--- src/rtl/core/shta_pkg.sv ---
// Package for the simhash token accumulator.
// Holds the fixed widths, the token request struct and the one-at-a-time hash functions.
// No dependencies.
package shta_pkg;

  localparam int HASH_BITS = 32;
  localparam int BYTE_BITS = 8;
  localparam int FP_BITS   = 64;

  // Closed token request from the hash stage to the tally bank
  typedef struct packed {
    logic                 vld;
    logic                 doc;
    logic [HASH_BITS-1:0] mix;
  } tok_t;

  // One mixing round of the one-at-a-time hash
  function automatic logic [HASH_BITS-1:0] oaat_mix(
    input logic [HASH_BITS-1:0] h_in,
    input logic [BYTE_BITS-1:0] b
  );
    logic [HASH_BITS-1:0] h;
    h = h_in + {{(HASH_BITS-BYTE_BITS){1'b0}}, b};
    h = h + (h << 10);
    h = h ^ (h >> 6);
    return h;
  endfunction

  // Final avalanche of the one-at-a-time hash
  function automatic logic [HASH_BITS-1:0] oaat_final(
    input logic [HASH_BITS-1:0] h_in
  );
    logic [HASH_BITS-1:0] h;
    h = h_in + (h_in << 3);
    h = h ^ (h >> 11);
    h = h + (h << 15);
    return h;
  endfunction

endpackage

--- src/rtl/core/simhash_token_accumulator.sv ---
// Simhash token accumulator top level: hash stage feeding the tally bank.
// Depends on shta_pkg, shta_hash_stage and shta_tally_bank.
//
// Accepts one token byte per cycle on the in_ stream unless held back (tlast closes a token,
// tuser closes the document) and returns one 64-bit fingerprint per document on the out_
// stream. Sustained rate is one byte per clock when not held back; the running one-at-a-time
// hash register is the only loop between bytes. A fingerprint passes through the input
// register, the token register, then the tally update and result register. Only a document
// end waiting on a full result register holds the input back. Bit i of the fingerprint is
// set where tally i is positive; bits 63..32 are always zero. Each tally is a signed
// TALLY_BITS counter that holds at its limits, and all state clears after each document.
module simhash_token_accumulator #(
  parameter int TALLY_BITS = 17
) (
  input  logic                           clk,
  input  logic                           rst_n,
  input  logic                           in_tvalid,
  output logic                           in_tready,
  input  logic [shta_pkg::BYTE_BITS-1:0] in_tdata,   // [7:0] token_byte
  input  logic                           in_tlast,   // token_end
  input  logic                           in_tuser,   // doc_end
  output logic                           out_tvalid,
  input  logic                           out_tready,
  output logic [shta_pkg::FP_BITS-1:0]   out_tdata   // [63:0] fingerprint
);

  shta_pkg::tok_t tok;
  logic           tok_ready;

  // Hash each token byte by byte
  shta_hash_stage u_hash (
    .clk       (clk),
    .rst_n     (rst_n),
    .in_tvalid (in_tvalid),
    .in_tready (in_tready),
    .in_tdata  (in_tdata),
    .in_tlast  (in_tlast),
    .in_tuser  (in_tuser),
    .tok       (tok),
    .tok_ready (tok_ready)
  );

  // Vote closed tokens into the tallies and emit fingerprints
  shta_tally_bank #(
    .TALLY_BITS (TALLY_BITS)
  ) u_tally (
    .clk        (clk),
    .rst_n      (rst_n),
    .tok        (tok),
    .tok_ready  (tok_ready),
    .out_tvalid (out_tvalid),
    .out_tready (out_tready),
    .out_tdata  (out_tdata)
  );

endmodule

--- src/rtl/core/shta_hash_stage.sv ---
// Hash stage: input register, running token hash, closed-token register.
// Depends on shta_pkg (tok_t, oaat_mix).
module shta_hash_stage (
  input  logic                           clk,
  input  logic                           rst_n,
  input  logic                           in_tvalid,
  output logic                           in_tready,
  input  logic [shta_pkg::BYTE_BITS-1:0] in_tdata,   // [7:0] token_byte
  input  logic                           in_tlast,   // token_end
  input  logic                           in_tuser,   // doc_end
  output shta_pkg::tok_t                 tok,
  input  logic                           tok_ready
);

  logic                           in_vld_r, in_vld_nxt;
  logic [shta_pkg::BYTE_BITS-1:0] in_byte_r;
  logic                           in_tok_r;
  logic                           in_doc_r;
  logic [shta_pkg::HASH_BITS-1:0] acc_r, acc_nxt;
  logic                           tk_vld_r, tk_vld_nxt;
  logic                           tk_doc_r;
  logic [shta_pkg::HASH_BITS-1:0] tk_mix_r;
  logic [shta_pkg::HASH_BITS-1:0] mixed;
  logic                           in_ends;
  logic                           in_go;
  logic                           tk_load;

  // Advance the held byte when it does not close a token or the token slot frees
  assign in_ends   = in_tok_r | in_doc_r;
  assign in_go     = in_vld_r & (~in_ends | tok_ready);
  assign in_tready = ~in_vld_r | in_go;
  assign tk_load   = in_go & in_ends;
  assign mixed     = shta_pkg::oaat_mix(acc_r, in_byte_r);

  // Next values of control and running hash
  always_comb begin
    in_vld_nxt = (in_vld_r & ~in_go) | in_tvalid;
    if (!in_tready) begin
      in_vld_nxt = in_vld_r;
    end
    acc_nxt = acc_r;
    if (in_go) begin
      acc_nxt = in_ends ? '0 : mixed;
    end
    tk_vld_nxt = (tk_vld_r & ~tok_ready) | tk_load;
  end

  // Control state and running hash
  always_ff @(posedge clk) begin
    if (!rst_n) begin
      in_vld_r <= 1'b0;
      tk_vld_r <= 1'b0;
      acc_r    <= '0;
    end else begin
      in_vld_r <= in_vld_nxt;
      tk_vld_r <= tk_vld_nxt;
      acc_r    <= acc_nxt;
    end
  end

  // Payload registers
  always_ff @(posedge clk) begin
    if (in_tvalid && in_tready) begin
      in_byte_r <= in_tdata;
      in_tok_r  <= in_tlast;
      in_doc_r  <= in_tuser;
    end
    if (tk_load) begin
      tk_mix_r <= mixed;
      tk_doc_r <= in_doc_r;
    end
  end

  assign tok.vld = tk_vld_r;
  assign tok.doc = tk_doc_r;
  assign tok.mix = tk_mix_r;

`ifndef SYNTHESIS
  // A closed token restarts the running hash
  a_acc_clear: assert property (@(posedge clk) disable iff (!rst_n)
    tk_load |=> (acc_r == '0))
    else $error("running hash not cleared after token end");

  // A waiting token request is neither lost nor overwritten
  a_tok_hold: assert property (@(posedge clk) disable iff (!rst_n)
    (tk_vld_r && !tok_ready) |=> (tk_vld_r && $stable(tk_mix_r) && $stable(tk_doc_r)))
    else $error("token request changed while waiting");
`endif

endmodule

--- src/rtl/core/shta_tally_bank.sv ---
// Tally bank: final hash avalanche, saturating per-bit tallies and fingerprint register.
// Depends on shta_pkg (tok_t, oaat_final, widths).
module shta_tally_bank #(
  parameter int TALLY_BITS = 17
) (
  input  logic                         clk,
  input  logic                         rst_n,
  input  shta_pkg::tok_t               tok,
  output logic                         tok_ready,
  output logic                         out_tvalid,
  input  logic                         out_tready,
  output logic [shta_pkg::FP_BITS-1:0] out_tdata   // [63:0] fingerprint
);

  localparam logic [TALLY_BITS-1:0] TMAX = {1'b0, {(TALLY_BITS-1){1'b1}}};
  localparam logic [TALLY_BITS-1:0] TMIN = {1'b1, {(TALLY_BITS-1){1'b0}}};

  logic [TALLY_BITS-1:0]          tally_r   [shta_pkg::HASH_BITS];
  logic [TALLY_BITS-1:0]          tally_nxt [shta_pkg::HASH_BITS];
  logic [TALLY_BITS-1:0]          tally_upd [shta_pkg::HASH_BITS];
  logic [shta_pkg::HASH_BITS-1:0] h;
  logic [shta_pkg::HASH_BITS-1:0] fp_bits;
  logic                           tk_go;
  logic                           out_vld_r, out_vld_nxt;
  logic [shta_pkg::FP_BITS-1:0]   out_fp_r;
  logic                           any_nz;

  // Take a token unless it ends a document and the result slot stays full
  assign tk_go       = tok.vld & (~tok.doc | ~out_vld_r | out_tready);
  assign tok_ready   = ~tok.vld | tk_go;
  assign out_vld_nxt = (out_vld_r & ~out_tready) | (tk_go & tok.doc);
  assign h           = shta_pkg::oaat_final(tok.mix);

  // Vote each lane up or down, holding at the signed limits
  always_comb begin
    any_nz = 1'b0;
    for (int i = 0; i < shta_pkg::HASH_BITS; i++) begin
      if (h[i]) begin
        tally_upd[i] = (tally_r[i] == TMAX) ? tally_r[i] : tally_r[i] + TALLY_BITS'(1);
      end else begin
        tally_upd[i] = (tally_r[i] == TMIN) ? tally_r[i] : tally_r[i] - TALLY_BITS'(1);
      end
      fp_bits[i] = ~tally_upd[i][TALLY_BITS-1] & (tally_upd[i] != '0);
      if (!tk_go) begin
        tally_nxt[i] = tally_r[i];
      end else if (tok.doc) begin
        tally_nxt[i] = '0;
      end else begin
        tally_nxt[i] = tally_upd[i];
      end
      any_nz = any_nz | (tally_r[i] != '0);
    end
  end

  // Tallies and result valid
  always_ff @(posedge clk) begin
    if (!rst_n) begin
      out_vld_r <= 1'b0;
      for (int i = 0; i < shta_pkg::HASH_BITS; i++) begin
        tally_r[i] <= '0;
      end
    end else begin
      out_vld_r <= out_vld_nxt;
      for (int i = 0; i < shta_pkg::HASH_BITS; i++) begin
        tally_r[i] <= tally_nxt[i];
      end
    end
  end

  // Fingerprint register; upper half stays zero
  always_ff @(posedge clk) begin
    if (tk_go && tok.doc) begin
      out_fp_r <= {{(shta_pkg::FP_BITS-shta_pkg::HASH_BITS){1'b0}}, fp_bits};
    end
  end

  assign out_tvalid = out_vld_r;
  assign out_tdata  = out_fp_r;

`ifndef SYNTHESIS
  // Document end leaves every tally cleared
  a_doc_clear: assert property (@(posedge clk) disable iff (!rst_n)
    (tk_go && tok.doc) |=> !any_nz)
    else $error("tallies not cleared after document end");

  // A result appears only for a document-ending token
  a_out_src: assert property (@(posedge clk) disable iff (!rst_n)
    $rose(out_vld_r) |-> $past(tk_go && tok.doc))
    else $error("result without document end");

  // Upper fingerprint half is always zero
  a_fp_upper: assert property (@(posedge clk) disable iff (!rst_n)
    out_vld_r |-> (out_fp_r[shta_pkg::FP_BITS-1:shta_pkg::HASH_BITS] == '0))
    else $error("upper fingerprint bits set");
`endif

endmodule
--- config.mk ---
export PLATFORM = sky130hd
export DESIGN_NAME = simhash_token_accumulator
export DESIGN_NICKNAME = d
export VERILOG_FILES = /design/src/rtl/core/shta_pkg.sv /design/src/rtl/core/simhash_token_accumulator.sv /design/src/rtl/core/shta_hash_stage.sv /design/src/rtl/core/shta_tally_bank.sv
export SDC_FILE = /design/constraint.sdc
export NUM_CORES = 2
export LEC_CHECK = 0
export ABC_AREA = 0
export BUFFER_PORTS_ARGS = -buffer_cell sky130_fd_sc_hd__buf_2
export CORE_MARGIN = 2
export CORE_UTILIZATION = 60
export CTS_BUF_LIST = sky130_fd_sc_hd__clkbuf_8
export CTS_CLUSTER_DIAMETER = 80
export DETAILED_ROUTE_END_ITERATION = 8
export HOLD_SLACK_MARGIN = 0.12
export PLACE_DENSITY = 0.76
export SETUP_SLACK_MARGIN = 0.3
export SYNTH_ARGS = -nofsm -noshare
export SYNTH_HDL_FRONTEND = slang
export SYNTH_SLANG_ARGS = --single-unit
export TNS_END_PERCENT = 5
--- constraint.sdc ---
create_clock -name clk -period 10.5 [get_ports clk]
set_input_delay 1.05 -clock clk [delete_from_list [all_inputs] [get_ports clk]]
set_output_delay 1.05 -clock clk [all_outputs]
set_load 0.02 [all_outputs]
Word-level counts from Yosys, hierarchy flattened
Memories as Yosys holds them, arrays and structs flattened.
Index checks and enable logic that the tools add are counted.
Widths: inputs -> output; s select.

storage, ports and cells
  flip-flop bits (word level) = 110
  memory bits (writable) = 544
  input port bits = 14
  output and inout bits = 66
  word-level logic and storage cells = 494
  memories = 1

memories
  memory           depth  bits a word  read ports  clocked after Yosys merged registers in  write ports  line                   source
  u_tally.tally_r  32     17           32          0                                        32           shta_tally_bank.sv:18  logic [TALLY_BITS-1:0] tally_r [shta_pkg::HASH_BITS];

cells by class
  add/subtract/negate cells = 68
  eq/ne operators = 64
  mux-type cells = 195
  bitwise operators = 122
  reductions and logical operators = 34

operator list
  cell                   number
  $mux 17                192
  $add 17x1->17 const B  32
  $eq 17x16->1 const B   32
  $eq 17x17->1 const B   32
  $reduce_bool 17->1     32
  $sub 17x1->17 const B  32
  $add 32x32->32         3
  $or 1x1->1             41
  $not 1->1              40
  $and 1x1->1            39
  $add 32x8->32          1
  $mux 32                1
  $xor 32x21->32         1
  $xor 32x26->32         1
  $logic_and 1x1->1      2
  $mux 1                 2

Depth between registers and ports, before layout
  word-level depth = 10
  depth in mapped cells = 30
  depth with buffers taken out = 28

By module
From an unflattened synthesis, not the netlist that was laid out.

second synthesis, totals
  cell total of the unflattened synthesis = 6674
  area, all modules = 50375.8 µm²

modules (own cells, without submodules)
  module           instances  cells each  area an instance (µm²)  seq. area each (µm²)
  shta_tally_bank  1          6190        45447.3                 11871.4
  shta_hash_stage  1          484         4928.5                  1971.9

Worst setup path after synthesis
Ideal clock, no wire load.

  kind = reg-to-reg
  from = reg u_hash.tk_mix_r[0] (netlist name)
  to = reg u_tally.out_fp_r, in the netlist u_tally.out_tdata[31] (data pin)
  setup time = 269 ps
  arrival = 6690 ps
  data required time = 10231 ps
  slack = 3541 ps
  cell stages (with the launch flop) = 26
  path buffers = 3
  clock period less this slack = 6959 ps
  cells stage by stage = edfxtp_1 ha_1 fa_1 a211oi_1 nor2_1 o21a_1 o41ai_1 xnor2_1 xor3_1 inv_1 clkbuf_1 clkbuf_1 ha_1 clkbuf_1 o211ai_1 nor2b_1 a211oi_4 a21oi_1 or4b_1 o2111ai_4 xor2_4 mux2_2 xnor2_1 or4_1 nor4_1 a31oi_1

on the way
  cells in the longest elaborated chain, start to end = 6
  elaborated cells on any way between the ends = 7
  classes of those cells = 2 x add/sub; 1 x mux; 3 x bitwise; 1 x reduce/logical

ends and longest elaborated chain
  element                                          line                   source
  start: declaration                               shta_hash_stage.sv:22  logic [shta_pkg::HASH_BITS-1:0] tk_mix_r;
  start signal: assignment                         shta_hash_stage.sv:69  tk_mix_r <= mixed;
  $add 32x32->32 *                                 shta_pkg.sv:34         h = h_in + (h_in << 3);
  $xor 32x21->32 *                                 shta_pkg.sv:35         h = h ^ (h >> 11);
  $add 32x32->32 *                                 shta_pkg.sv:36         h = h + (h << 15);
  $mux 17 *                                        shta_tally_bank.sv:38  if (h[i]) begin
  $reduce_bool 17->1 or $not 1->1 (tied branches)  shta_tally_bank.sv:43  fp_bits[i] = ~tally_upd[i][TALLY_BITS-1] & (tally_upd[i] != '0);
  $and 1x1->1 *                                    shta_tally_bank.sv:43
  named net u_tally.fp_bits, one bit               shta_tally_bank.sv:22  logic [shta_pkg::HASH_BITS-1:0] fp_bits;
  end signal: assignment                           shta_tally_bank.sv:73  out_fp_r <= {{(shta_pkg::FP_BITS-shta_pkg::HASH_BITS){1'b0}}, fp_bits};
  end: declaration                                 shta_tally_bank.sv:25  logic [shta_pkg::FP_BITS-1:0] out_fp_r;

The timed path passes the listed nets; every way through them passes the cells marked *.
A chain may end at the register's enable or synchronous reset.

Worst setup path in the final report
Ends and elaborated chain as after synthesis.

==> flow_summary.ini <==
[timing]
hold_viol = 0
tns_ns = 0
rsz0062_at_grt = no
skew_ns = 0.04615
worstMarginPinSlew_ns = 1.296
setup_viol = 0
fin_hold_ws_ns = 0.4805
max_slew_margin_pct = 13.59
min_period_ns = 8.023
post-route-period-util_pct = 76.41
slew_viol_final = 0
fmax_mhz = 124.6

[worst_setup_path]
r2r_cells = 28
crit_start = u_hash.tk_mix_r[0]$_DFFE_PP_
worstSetupPathType = flop to flop
slowest_stage = or4b_1
max_stage_delay_ns = 0.54
crit_required_ns = 11.01
worstSetupEndpointType = flop
cp-endpoint = u_tally.out_tdata[31]$_DFFE_PP_
worst-endpoint-arrival_ns = 8.53
startpoint_type = flop
r2r_slack_ns = 2.48
crit_path_max_fanout = 17
r2r-start = u_hash.tk_mix_r[0]$_DFFE_PP_
r2r_end = u_tally.out_tdata[31]$_DFFE_PP_
crit_top_cell = nor2_1

[yosys]
yosys_warnings = 0
synthArstFlopShare_pct = 0
synthFlopType = dfxtp_1
synth_top_area_share_pct = 23.63
yosys.area.top_type = dfxtp_1
ys_seq_area_share_pct = 28.22
synth_area_per_cell_um2 = 7.325
ys_types = 95
synth_edf_count = 75
synth_area_um2 = 49050
synth_seq_cells = 654
yosys-top-cells-area = dfxtp_1 (24%), nor2_1 (7.5%), a22oi_1 (5.2%), xnor2_1 (5.2%), edfxtp_1 (4.6%)
synthCells = 6697

[place]
dp_hpwl_um = 83730
finalWeightedCongestion = 0.9271
portBuffers = 47

[final_layout]
fin_nets = 6585
final.fill_count = 7316
drive_gt1_share_pct = 5.544
utilization_pct = 64.15
syn2layout_area_growth_pct = 5.512

[grt]
grt_pass1_vias = 43340
grt_pass1_wl_um = 212800
grt_use_total_pct = 29.20
overflow = 0
grt_antenna_before_repair = 2
grt_max_degree = 204

[cts]
ctsResizeCount = 0
cts.sinks = 654
cts_made_buffers = 114
ctsHoldBuffers = 0
worst_skew_pair.late_latency_ns = 0.78
clockBufferDepth = 3
cts_tree = yes
clk_pin_slew_ns = 0.06
cts-root-buf = clkbuf_8
cts_setup_buffers = 0
htree_levels = 3

[detailed_routing]
drtIter0Drc = 3872
num_vias = 47640
drc = 0
ant_nets = 0
drt-total-wl_um = 128000
dr.pass1.iters = 9
viasPerCell = 6.275
wl_per_cell_um = 16.86

[floorplan]
placementRows = 104
ios = 80
core_um2 = 80680
die_width_um = 289.9
start_util_pct = 60.80
dieArea_um2 = 84060
die_h_um = 289.9

[pwr]
power_per_cell_area_nw_per_um2 = 288.9
p_leak_nw = 20.00
vdd_drop_max_v = 0.0001736

[worst_hold_path]
hold_class = input port to flop
whs_path_depth = 1

[job]
max-cap-violations = 0

[status]
outcome = finished clean
-- where the power goes --
group | internal (mW) | total [mW] | switching (mW)
clock | 1.57 | 2.73 | 1.15
combinational | 3.61 | 9.25 | 5.64
sequential | 2.74 | 2.98 | 0.241
-- synthesized netlist by cell type, types with 136 or more instances --
cell type,instances
clkbuf_1,409
o21ai_0,309
ha_1,137
nor4_1,136
nor2_1,979
dfxtp_1,579
inv_1,155
xnor2_1,289
nand3_1,220
nor3_1,333
nand2_1,582
a21oi_1,417
a22oi_1,338
xor2_1,236
-- area by class of cell --
class / count / area (um2) / area share (%)
diodes: 2 / 5.005 / 0.009670
clock buffers: 139 / 1913 / 3.696
clock inverters: 76 / 750.7 / 1.450
inverters: 158 / 600.6 / 1.160
multi-input cells: 5429 / 32810 / 63.40
flip-flops and latches: 654 / 13840 / 26.75
well taps: 1060 / 1326 / 2.562
repair buffers: 73 / 505.5 / 0.9766
-- sequential cells by signal (all words and copies together), names as in the netlist --
| register | flops |
|---|---|
| u_hash.tk_vld_r | 1 |
| u_tally.tally_r | 544 |
| u_tally.out_tvalid | 1 |
| u_hash.acc_r | 32 |
| u_tally.out_tdata | 32 |
| u_hash.in_vld_r | 1 |
| u_hash.tk_doc_r | 1 |
| u_hash.in_byte_r | 8 |
| u_hash.in_tok_r | 1 |
| u_hash.tk_mix_r | 32 |
| u_hash.in_doc_r | 1 |
-- layout by cell type, fill, tap and decap left out, types with 25 or more instances in the layout --
cell | netlist | final
a21o_1 | 59 | 59
a21oi_1 | 417 | 417
a22oi_1 | 338 | 338
a31oi_1 | 120 | 120
a41oi_1 | 31 | 31
and2_1 | 75 | 74
and3_1 | 127 | 126
and4_1 | 36 | 36
buf_2 | 5 | 47
clkbuf_8 | 0 | 139
conb_1 | 1 | 32
dfxtp_1 | 579 | 579
edfxtp_1 | 75 | 75
ha_1 | 137 | 137
inv_1 | 155 | 183
mux2i_1 | 45 | 45
nand2_1 | 582 | 581
nand2b_1 | 46 | 45
nand3_1 | 220 | 220
nand3b_1 | 25 | 25
nand4_1 | 127 | 127
nor2_1 | 979 | 977
nor2b_1 | 40 | 40
nor3_1 | 333 | 333
nor3b_1 | 26 | 26
nor4_1 | 136 | 136
o21a_1 | 42 | 42
o21ai_0 | 309 | 309
o22ai_1 | 36 | 36
o31ai_1 | 38 | 38
or2_2 | 40 | 40
or3_1 | 113 | 113
or4_1 | 54 | 54
xnor2_1 | 289 | 289
xor2_1 | 236 | 236
-- kinds of logic after synthesis --
group | share of synthesized area [%]
adders and majority gates | 3.658
DFF | 28.22
other | 0.007645
and+or+nand+nor | 29.79
xor gates and xnor gates | 9.996
AOI/OAI and AO/OA | 21.69
buffers and inverters | 5.208
muxes | 1.431
-- routing by layer --
metal	up-vias	part of all wire, %	global-route usage, %
met5	-	0	0
met4	0	2.6	9.820
met3	233	5.4	3.707
met1	22440	46	40.03
met2	1292	46	47.50
li1	23670	-	-
-- critical path, delay by kind of cell, from the launching register on --
kind                       cells  cell delay, ns
and+or+nand+nor                7            1.91
xor gates and xnor gates       4            0.93
adders and majority gates      3            1.07
DFF                            1            0.42
AOI/OAI and AO/OA             13            3.01
muxes                          1            0.41
-- metrics by stage --
stage	setup slack (ns)	power [mW]	std cells	instance area, um2
floorplan	3.541	10.30	6728	49170
global placement	2.682	11.98	7374	49090
detailed placement	2.568	12.11	7374	49090
CTS	2.551	14.89	7589	51750
global route	2.078	16.17	7591	51760
finish	2.477	14.95	7591	51760
-- how the worst min path moves through the flow --
stage          slack [ns]                                 start                              endpoint
5_1_grt              0.44                           in_tdata[6]         u_hash.in_byte_r[6]$_DFFE_PP_
4_1_cts              0.42                           in_tdata[6]         u_hash.in_byte_r[6]$_DFFE_PP_
6_report             0.48                           in_tdata[6]         u_hash.in_byte_r[6]$_DFFE_PP_
2_1_floorplan        0.43             u_hash.in_doc_r$_DFFE_PP_             u_hash.tk_doc_r$_DFFE_PP_
3_5_place_dp         0.50   u_tally.tally_r[4][18]$_SDFFE_PN0P_   u_tally.tally_r[4][18]$_SDFFE_PN0P_
3_3_place_gp         0.49  u_tally.tally_r[13][18]$_SDFFE_PN0P_  u_tally.tally_r[13][18]$_SDFFE_PN0P_
Power figures use the tool's default switching activity.
